$ cat src/hw/rtl/dlle_pkg.sv
`timescale 1ns / 1ps

package dlle_pkg;

    localparam int KEY_W    = 32;
    localparam int OP_W     = 3;
    localparam int COUNT_W  = 6;

    // operation codes carried in the command field
    typedef logic [OP_W-1:0] op_t;
    localparam op_t OP_INSERT    = 3'd0;
    localparam op_t OP_DEL_KEY   = 3'd1;
    localparam op_t OP_DEL_FIRST = 3'd2;
    localparam op_t OP_DEL_LAST  = 3'd3;
    localparam op_t OP_READ      = 3'd4;

    typedef enum logic [1:0] {
        ST_OK,
        ST_NOT_FOUND,
        ST_EMPTY,
        ST_FULL
    } status_t;

    typedef struct packed {
        op_t                     op;
        logic signed [KEY_W-1:0] key;
    } cmd_t;

    typedef struct packed {
        status_t                 status;
        logic signed [KEY_W-1:0] key_out;
        logic [COUNT_W-1:0]      count;
        logic                    last;
    } rsp_t;

    typedef enum logic [2:0] {
        S_IDLE,
        S_INS,
        S_WALK,
        S_UNLINK,
        S_RELEASE,
        S_READ,
        S_EMIT
    } state_t;

endpackage

$ cat src/hw/rtl/doubly_linked_list_engine.sv
`timescale 1ns / 1ps

// channel  dir  handshake              payload
// cmd      in   cmd_valid / cmd_stall  cmd_t  (op, key)
// rsp      out  rsp_valid / rsp_stall  rsp_t  (status, key_out, count, last)
//
// steps: insert passes through S_INS and S_EMIT; delete first or last through
//   S_UNLINK, S_RELEASE and S_EMIT; delete key walks from the head in S_WALK,
//   then unlinks as above when found; read out emits each element in S_READ.
//   the walk is set by the next_link ram, one registered read a cycle
// reset: rst_n clears control state at once; no clearing pass, the free chain
//   is formed by a fill mark over never-used slots
// stalls: cmd_stall is high while a command is in work; rsp_stall holds the
//   result register and pauses a read out walk in place

module doubly_linked_list_engine
    import dlle_pkg::*;
#(
    parameter int CAPACITY = 32
)
(
    input  logic clk,
    input  logic rst_n,
    input  logic cmd_valid,
    output logic cmd_stall,
    input  cmd_t cmd,
    output logic rsp_valid,
    input  logic rsp_stall,
    output rsp_t rsp
);

    localparam int IW        = $clog2(CAPACITY);      // slot index width
    localparam int CW        = $clog2(CAPACITY + 1);  // element count width
    localparam int MEM_DEPTH = 1 << IW;

    // control state
    state_t          state_reg, state_next;
    logic [IW-1:0]   head_reg, head_next;
    logic [IW-1:0]   tail_reg, tail_next;
    logic [IW-1:0]   free_head_reg, free_head_next;
    logic [CW-1:0]   fresh_reg, fresh_next;           // slots below this were ever allocated
    logic [CW-1:0]   count_reg, count_next;
    logic            rsp_valid_reg, rsp_valid_next;

    // payload
    logic [IW-1:0]   node_reg, node_next;             // address of the word now on the ram outputs
    logic [IW-1:0]   walk_reg, walk_next;
    logic [KEY_W-1:0] key_reg, key_next;
    status_t         status_reg, status_next;
    rsp_t            rsp_reg, rsp_next;

    // ram ports
    logic [IW-1:0]    rd_addr;
    logic             key_we;
    logic [KEY_W-1:0] key_rd;
    logic             nxt_we, prv_we;
    logic [IW-1:0]    nxt_wa, nxt_wd, nxt_rd;
    logic [IW-1:0]    prv_wa, prv_wd, prv_rd;

    logic            accept;
    logic            rsp_free;
    logic            is_empty, is_full;
    logic            walk_last;
    logic            key_match;
    logic            is_fresh;
    logic [CW-1:0]   fresh_inc;

    dlle_ram #(.WIDTH(KEY_W), .DEPTH(MEM_DEPTH)) u_key_store
    (
        .clk     (clk),
        .wr_en   (key_we),
        .wr_addr (node_reg),
        .wr_data (key_reg),
        .rd_addr (rd_addr),
        .rd_data (key_rd)
    );

    dlle_ram #(.WIDTH(IW), .DEPTH(MEM_DEPTH)) u_next_link
    (
        .clk     (clk),
        .wr_en   (nxt_we),
        .wr_addr (nxt_wa),
        .wr_data (nxt_wd),
        .rd_addr (rd_addr),
        .rd_data (nxt_rd)
    );

    dlle_ram #(.WIDTH(IW), .DEPTH(MEM_DEPTH)) u_prev_link
    (
        .clk     (clk),
        .wr_en   (prv_we),
        .wr_addr (prv_wa),
        .wr_data (prv_wd),
        .rd_addr (rd_addr),
        .rd_data (prv_rd)
    );

    assign cmd_stall = (state_reg != S_IDLE);
    assign accept    = cmd_valid && (state_reg == S_IDLE);
    assign rsp_free  = !rsp_valid_reg || !rsp_stall;
    assign is_empty  = (count_reg == '0);
    assign is_full   = (count_reg == CW'(CAPACITY));
    assign walk_last = (CW'(walk_reg) == (count_reg - CW'(1)));
    // the one key comparator, shared by every step of the search
    assign key_match = (key_rd == key_reg);
    // free slot never used yet: its link is the next fresh slot
    assign is_fresh  = (CW'(node_reg) == fresh_reg);
    assign fresh_inc = fresh_reg + CW'(1);

    // next state
    always_comb
    begin
        state_next = state_reg;
        unique case (state_reg)
            S_IDLE:
            begin
                if (cmd_valid)
                begin
                    unique case (cmd.op)
                        OP_INSERT:    state_next = is_full  ? S_EMIT : S_INS;
                        OP_DEL_KEY:   state_next = is_empty ? S_EMIT : S_WALK;
                        OP_DEL_FIRST: state_next = is_empty ? S_EMIT : S_UNLINK;
                        OP_DEL_LAST:  state_next = is_empty ? S_EMIT : S_UNLINK;
                        OP_READ:      state_next = is_empty ? S_EMIT : S_READ;
                        default:      state_next = S_EMIT;
                    endcase
                end
            end
            S_INS:     state_next = S_EMIT;
            S_WALK:
            begin
                priority if (key_match)
                    state_next = S_UNLINK;
                else if (walk_last)
                    state_next = S_EMIT;
                else
                    state_next = S_WALK;
            end
            S_UNLINK:  state_next = S_RELEASE;
            S_RELEASE: state_next = S_EMIT;
            S_READ:
            begin
                if (rsp_free && walk_last)
                begin
                    state_next = S_IDLE;
                end
            end
            S_EMIT:
            begin
                if (rsp_free)
                begin
                    state_next = S_IDLE;
                end
            end
            default:   state_next = S_IDLE;
        endcase
    end

    // datapath and ram control
    always_comb
    begin
        head_next      = head_reg;
        tail_next      = tail_reg;
        free_head_next = free_head_reg;
        fresh_next     = fresh_reg;
        count_next     = count_reg;
        walk_next      = walk_reg;
        key_next       = key_reg;
        status_next    = status_reg;
        rsp_next       = rsp_reg;
        rsp_valid_next = rsp_valid_reg && rsp_stall;
        rd_addr        = node_reg;
        key_we         = 1'b0;
        nxt_we         = 1'b0;
        nxt_wa         = node_reg;
        nxt_wd         = head_reg;
        prv_we         = 1'b0;
        prv_wa         = head_reg;
        prv_wd         = node_reg;

        unique case (state_reg)
            S_IDLE:
            begin
                if (accept)
                begin
                    key_next    = cmd.key;
                    walk_next   = '0;
                    status_next = ST_OK;
                    unique case (cmd.op)
                        OP_INSERT:
                        begin
                            rd_addr = free_head_reg;
                            if (is_full)
                            begin
                                status_next = ST_FULL;
                            end
                        end
                        OP_DEL_KEY, OP_DEL_FIRST, OP_READ:
                        begin
                            rd_addr = head_reg;
                            if (is_empty)
                            begin
                                status_next = ST_EMPTY;
                            end
                        end
                        OP_DEL_LAST:
                        begin
                            rd_addr = tail_reg;
                            if (is_empty)
                            begin
                                status_next = ST_EMPTY;
                            end
                        end
                        default:
                        begin
                            rd_addr = node_reg;
                        end
                    endcase
                end
            end
            S_INS:
            begin
                // new slot goes in front of the old head
                key_we = 1'b1;
                if (!is_empty)
                begin
                    prv_we = 1'b1;
                    nxt_we = 1'b1;
                end
                if (is_fresh)
                begin
                    free_head_next = IW'(fresh_inc);
                    fresh_next     = fresh_inc;
                end
                else
                begin
                    free_head_next = nxt_rd;
                end
                head_next = node_reg;
                if (is_empty)
                begin
                    tail_next = node_reg;
                end
                count_next = count_reg + CW'(1);
            end
            S_WALK:
            begin
                if (!key_match)
                begin
                    if (walk_last)
                    begin
                        status_next = ST_NOT_FOUND;
                    end
                    else
                    begin
                        walk_next = walk_reg + IW'(1);
                        rd_addr   = nxt_rd;
                    end
                end
            end
            S_UNLINK:
            begin
                priority if (count_reg == CW'(1))
                begin
                    // lone element: list becomes empty
                end
                else if (node_reg == head_reg)
                begin
                    head_next = nxt_rd;
                end
                else if (node_reg == tail_reg)
                begin
                    tail_next = prv_rd;
                end
                else
                begin
                    nxt_we = 1'b1;
                    nxt_wa = prv_rd;
                    nxt_wd = nxt_rd;
                    prv_we = 1'b1;
                    prv_wa = nxt_rd;
                    prv_wd = prv_rd;
                end
            end
            S_RELEASE:
            begin
                nxt_we         = 1'b1;
                nxt_wa         = node_reg;
                nxt_wd         = free_head_reg;
                free_head_next = node_reg;
                count_next     = count_reg - CW'(1);
            end
            S_READ:
            begin
                if (rsp_free)
                begin
                    rsp_valid_next   = 1'b1;
                    rsp_next.status  = ST_OK;
                    rsp_next.key_out = key_rd;
                    rsp_next.count   = COUNT_W'(count_reg);
                    rsp_next.last    = walk_last;
                    if (!walk_last)
                    begin
                        walk_next = walk_reg + IW'(1);
                        rd_addr   = nxt_rd;
                    end
                end
            end
            S_EMIT:
            begin
                if (rsp_free)
                begin
                    rsp_valid_next   = 1'b1;
                    rsp_next.status  = status_reg;
                    rsp_next.key_out = '0;
                    rsp_next.count   = COUNT_W'(count_reg);
                    rsp_next.last    = 1'b1;
                end
            end
            default:
            begin
                rd_addr = node_reg;
            end
        endcase
    end

    // ram outputs always belong to the address read last cycle
    assign node_next = rd_addr;

    always_ff @(posedge clk or negedge rst_n)
    begin
        if (!rst_n)
        begin
            state_reg     <= S_IDLE;
            head_reg      <= '0;
            tail_reg      <= '0;
            free_head_reg <= '0;
            fresh_reg     <= '0;
            count_reg     <= '0;
            rsp_valid_reg <= 1'b0;
        end
        else
        begin
            state_reg     <= state_next;
            head_reg      <= head_next;
            tail_reg      <= tail_next;
            free_head_reg <= free_head_next;
            fresh_reg     <= fresh_next;
            count_reg     <= count_next;
            rsp_valid_reg <= rsp_valid_next;
        end
    end

    always_ff @(posedge clk)
    begin
        node_reg   <= node_next;
        walk_reg   <= walk_next;
        key_reg    <= key_next;
        status_reg <= status_next;
        rsp_reg    <= rsp_next;
    end

    assign rsp_valid = rsp_valid_reg;
    assign rsp       = rsp_reg;

    // count stays within the capacity
    a_count_bound: assert property (@(posedge clk) disable iff (!rst_n)
        count_reg <= CW'(CAPACITY))
        else $error("element count above capacity");

    // every live element sits in a slot taken from the fresh region
    a_fresh_cover: assert property (@(posedge clk) disable iff (!rst_n)
        fresh_reg >= count_reg)
        else $error("fill mark below element count");

    // a result not marked last only shows during a read out walk
    a_mid_read: assert property (@(posedge clk) disable iff (!rst_n)
        (rsp_valid && !rsp.last) |-> (state_reg == S_READ))
        else $error("unfinished read out result outside walk");

    // the walk never runs past the end of the list
    a_walk_bound: assert property (@(posedge clk) disable iff (!rst_n)
        (state_reg == S_WALK || state_reg == S_READ) |-> (CW'(walk_reg) < count_reg))
        else $error("walk beyond list end");

endmodule

$ cat src/hw/rtl/dlle_ram.sv
`timescale 1ns / 1ps

// simple dual port ram, one write and one registered read per cycle
module dlle_ram
#(
    parameter int WIDTH = 32,
    parameter int DEPTH = 32
)
(
    input  logic                     clk,
    input  logic                     wr_en,
    input  logic [$clog2(DEPTH)-1:0] wr_addr,
    input  logic [WIDTH-1:0]         wr_data,
    input  logic [$clog2(DEPTH)-1:0] rd_addr,
    output logic [WIDTH-1:0]         rd_data
);

    logic [WIDTH-1:0] mem [DEPTH];
    logic [WIDTH-1:0] rd_data_reg;

    always_ff @(posedge clk)
    begin
        if (wr_en)
        begin
            mem[wr_addr] <= wr_data;
        end
        rd_data_reg <= mem[rd_addr];
    end

    assign rd_data = rd_data_reg;

endmodule
$ cat config.mk
export PLATFORM = sky130hd
export DESIGN_NAME = doubly_linked_list_engine
export DESIGN_NICKNAME = d
export VERILOG_FILES = /design/src/hw/rtl/dlle_pkg.sv /design/src/hw/rtl/doubly_linked_list_engine.sv /design/src/hw/rtl/dlle_ram.sv
export SDC_FILE = /design/constraint.sdc
export NUM_CORES = 2
export LEC_CHECK = 0
export ABC_AREA = 0
export CAP_MARGIN = 40
export CELL_PAD_IN_SITES_DETAIL_PLACEMENT = 2
export CELL_PAD_IN_SITES_GLOBAL_PLACEMENT = 2
export CORE_MARGIN = 1
export CORE_UTILIZATION = 55
export CTS_BUF_LIST = sky130_fd_sc_hd__clkbuf_8
export DETAILED_ROUTE_END_ITERATION = 6
export DONT_BUFFER_PORTS = 1
export GPL_ROUTABILITY_DRIVEN = 0
export PLACE_DENSITY_LB_ADDON = 0.1
export SETUP_SLACK_MARGIN = 0.2
export SYNTH_ARGS = -nofsm -noshare
export SYNTH_HDL_FRONTEND = slang
export SYNTH_HIERARCHICAL = 1
export SYNTH_SLANG_ARGS = --single-unit
$ cat constraint.sdc
create_clock -name clk -period 10.31 [get_ports clk]
set_input_delay 0.5155 -clock clk [delete_from_list [all_inputs] [get_ports clk]]
set_output_delay 0.5155 -clock clk [all_outputs]
set_load 0.02 [all_outputs]
==> metrics.yaml, run 1 <==
synth:
  syn_area_um2: 59100
  syn_nets: 3366
  synth.mux.area_fraction_pct: 12.9
  yosysTopAreaCellShare_pct: 72.3
  async_reset_ff_share_pct: 2.06
  yosys.area_share.simple_pct: 4.35
  synth_compound_area_share_pct: 4.49
  yosysUniqueCellTypes: 69
  yosysWarnings: 6
  synth_edf_count: 1424
  ys_seq_area_share_pct: 75.2
  synthAdderAreaFrac_pct: 0.127
  ys_seq_elements: 1502
  synthTopCellsByCount: "1,424 x edfxtp_1, 514 x mux2i_1, 146 x nand2_1"
  syn_area_per_cell_um2: 17.8
  synth_top_area_cell: "edfxtp_1"
  synth_top_family_by_area: "multiplexers"
  ys.flop_type: "edfxtp_1"
  synth_most_common_cell: "edfxtp_1"
  synth_area_leaders: "edfxtp_1 72%, mux2i_1 8.7%, mux4_2 3.8%"
  syn_inst: 3321
  synth-xor-area-share_pct: 1.11
placed_design:
  hpwl_um: 131000
  place.port_buffers: 0
outcome:
  status: "aborted with a tool error"
  lastStage: "detailed placement"
  firstError: "[ERROR DPL-0033] detailed placement checks failed during check placement."
floorplanning:
  initial_core_util_pct: 55.8
  io_pins: 82
  dieHeight_um: 330
  die_x_um: 330
  rows: 119
==> cell families after synthesis <==
kind of cell | after synthesis
AOI/OAI and AO/OA | 379
adders and majority gates | 6
muxes | 635
DFF | 1502
buffers and inverters | 184
xor gates and xnor gates | 74
and+or+nand+nor | 541
==> metrics by stage <==
step / hold WS, ps / setup WS, ps / instances / area (um^2)
2_1_floorplan: 220 / 6370 / 3321 / 59100
3_3_place_gp: 221 / 3820 / 4612 / 60800
==> run 2: changes to the inputs <==
--- a/config.mk
+++ b/config.mk
@@ -7,16 +7,12 @@
 export LEC_CHECK = 0
 export ABC_AREA = 0
 export CAP_MARGIN = 40
-export CELL_PAD_IN_SITES_DETAIL_PLACEMENT = 2
-export CELL_PAD_IN_SITES_GLOBAL_PLACEMENT = 2
 export CORE_MARGIN = 1
-export CORE_UTILIZATION = 55
-export CTS_BUF_LIST = sky130_fd_sc_hd__clkbuf_8
+export CORE_UTILIZATION = 40
 export DETAILED_ROUTE_END_ITERATION = 6
 export DONT_BUFFER_PORTS = 1
 export GPL_ROUTABILITY_DRIVEN = 0
-export PLACE_DENSITY_LB_ADDON = 0.1
-export SETUP_SLACK_MARGIN = 0.2
+export PLACE_DENSITY_LB_ADDON = 0.15
 export SYNTH_ARGS = -nofsm -noshare
 export SYNTH_HDL_FRONTEND = slang
 export SYNTH_HIERARCHICAL = 1
==> run 2 against run 1 <==
Area after synthesis unchanged. The run now ends clean. Synthesized cell count is the same.
==> metrics.yaml, run 2 <==
global_route:
  grt_max_degree: 129
  use_met3_pct: 3.33
  grtUsageMet2_pct: 35.0
  grt.met1_usage_pct: 29.9
  track_usage_pct: 21.5
  grt_antenna_before_repair: 3
  busiest_layer: "met2"
  grt_pass1_wl_um: 231000
  grt_pass1_vias: 31800
  grt_overflow: 0
drt:
  drtIter0Drc: 2901
  vias_per_cell: 5.70
  wirelength_um: 162000
  wl_per_cell_um: 29.3
  drc_errors: 0
  vias: 31400
  ant_nets: 0
  drtPass1Iterations: 5
finish:
  regArea_um2: 44500
  final_common_cell: "edfxtp_1"
  nets: 3504
  layout-drive-gt1-share_pct: 15.1
  regMostFlops: "u_key_store/mem"
  layout_common_cells: "1,424 x edfxtp_1, 514 x mux2i_1, 164 x clkbuf_16, 145 x nand2_1, 112 x a21oi_1"
  final_cells: 5513
  largest_reg_flops: 1024
  top_regs: "u_key_store/mem: 1024 flops, u_next_link/mem: 160 flops, u_prev_link/mem: 160 flops"
  area_growth_pct: 15.0
  fill_cells: 12400
  multiInputGateArea_um2: 13900
synth:
  ys_seq_elements: 1502  # unchanged
  syn_area_um2: 59100  # unchanged
  yosysWarnings: 6  # unchanged
  syn_nets: 3366  # unchanged
  synth_edf_count: 1424  # unchanged
  synth_most_common_cell: "edfxtp_1"  # unchanged
  ys.flop_type: "edfxtp_1"  # unchanged
  synthTopCellsByCount: "1,424 x edfxtp_1, 514 x mux2i_1, 146 x nand2_1"  # unchanged
  synth_area_leaders: "edfxtp_1 72%, mux2i_1 8.7%, mux4_2 3.8%"  # unchanged
  yosysUniqueCellTypes: 69  # unchanged
  syn_area_per_cell_um2: 17.8  # unchanged
  syn_inst: 3321  # unchanged
  ys_seq_area_share_pct: 75.2  # unchanged
  synth_top_area_cell: "edfxtp_1"  # unchanged
  async_reset_ff_share_pct: 2.06  # unchanged
  yosysTopAreaCellShare_pct: 72.3  # unchanged
timing:
  worst_pin_slew_ps: 1000
  layout_worst_path_cycle_share_pct: 60.6
  skew_ps: 37.3
  fmax_mhz: 160
  slew_viol_final: 0
  rsz0062_at_grt: "no"
  max-slew-margin-rel_pct: 32.4
  setup-tns-final_ps: 0
  hold_viol_final: 0
  fin_crit_ps: 6250
  setup_viol: 0
critical_path:
  worstReg2RegStart: "key_reg[15]"
  required_ps: 10970
  cp_max_fo: 107
  reg2reg_to: "u_key_store/rd_data[15]"
  worstPathArrival_ps: 6910
  critPathKind: "flop to flop"
  reg2reg_depth: 16
  endpoint_kind: "flop"
  rrSetupSlack_ps: 4060
  start_kind: "flop"
cts:
  ctsHoldBuffers: 36
  clkLatencyLatePin_ps: 800
  cts-resized-gates: 0
  cts-buffers-inserted: 161
  clkTransAtPathRegs_ps: 60
  cts_tree: "built"
  clkSinkCount: 1502
  cts_max_level: 4
  clock-root-buffer: "clkbuf_16"
  post_cts_buffers: 0
  clk_path_buf_depth: 3
placed_design:
  dpl.cell_count: 5175
  hpwl_um: 87300  # was 131,000 um
  place.port_buffers: 0  # unchanged
floorplanning:
  dieHeight_um: 386  # was 330 um
  dieArea_um2: 149000
  core_um2: 146000
  die_x_um: 386  # was 330 um
  io_pins: 82  # unchanged
  rows: 140  # was 119
  initial_core_util_pct: 40.5  # was 55.8%
worst_hold_path:
  hold_class: "input port to flop"
  worstHoldPathCells: 2
  whs_endpoint: "status_reg[1]"
  min_from: "cmd_valid"
flow_run:
  maxCapViolations: 0
outcome:
  status: "completed"  # was aborted with a tool error
power_and_ir_drop:
  power.density_nw_per_um2: 194
  p_leak_nw: 23.4
  vdd_ir_drop_max_mv: 0.151
[run 2: cell families after synthesis]
group,count (synthesis),share of synthesized area [%]
flip-flops,1502,75.2
multiplexers,635,12.9
AND/OR/NAND/NOR,541,4.35
AO/OA/AOI/OAI,379,4.49
buffers and inverters,184,1.75
XOR/XNOR,74,1.11
adder cells (fa/ha/maj),6,0.127
[run 2: layout make-up]
| type | instances | share of cell area, % |
|---|---|---|
| inverter | 8 | 0.0442 |
| clock buffer | 214 | 6.46 |
| clock inverter | 83 | 1.55 |
| multi-input combinational | 1635 | 20.5 |
| antenna | 3 | 0.0110 |
| timing repair buffer | 151 | 2.52 |
| sequential | 1502 | 65.4 |
| tap | 1917 | 3.53 |
[run 2: through the flow]
| stage | total power, W | instance area (um^2) | utilization (%) | worst slack (ps) | hold WS [ps] |
|---|---|---|---|---|---|
| 6_report | 0.0132 | 68000 | 46.5 | 4060 | 100 |
| 5_1_grt | 0.0136 | 68000 | 46.5 | 4050 | 79.0 |
| 4_1_cts | 0.0133 | 68000 | 46.5 | 4160 | 38.6 |
| 3_5_place_dp | 0.00746 | 62200 | 42.5 | 4160 | 225 |
| 3_3_place_gp | 0.00744 | 61600 | 42.1 | 3430 | 224 |
| 2_1_floorplan | 0.00724 | 59100 | - | 6370 | 220 |
[run 2: worst max-delay path, stage by stage, from the launching register on]
cell	delay, ps
edfxtp_1	520
buf_8	230
xor2_1	200
nor4_1	780
nand4_1	600
or2_2	540
o21ai_4	80
o221ai_2	130
a21oi_4	380
buf_16	220
buf_12	520
buf_12	590
mux2i_1	270
a22o_1	210
nor3_1	70
a31oi_1	340
nand3_1	110
[run 2: worst max path at each step]
stage | start | endpoint | slack, ps | cells after the start
after CTS | key_reg[15] | u_key_store/rd_data[15] | 4160 | 16
after global placement | key_reg[15] | u_key_store/rd_data[28] | 3430 | 14
after global routing | key_reg[15] | u_key_store/rd_data[15] | 4050 | 16
after floorplan | count_reg[0] | u_next_link/rd_data[0] | 6370 | 15
final | key_reg[15] | u_key_store/rd_data[15] | 4060 | 16
after detailed placement | key_reg[13] | u_key_store/rd_data[15] | 4160 | 16
[run 2: power breakdown]
part	total (W)	leakage [nW]	internal, W	switching, W
registers	0.00673	13.3	0.00665	0.0000786
logic	0.000611	7.45	0.000241	0.000370
clock network	0.00587	2.64	0.00347	0.00240
[run 2: layer usage]
layer	routed length [um]	share of wire, %	vias up
li1	-	-	13500
met1	70200	43	16700
met2	77800	48	1028
met3	9240	5.7	253
met4	4360	2.7	2
met5	10	0.0062	-
Power figures use the tool's default switching activity.
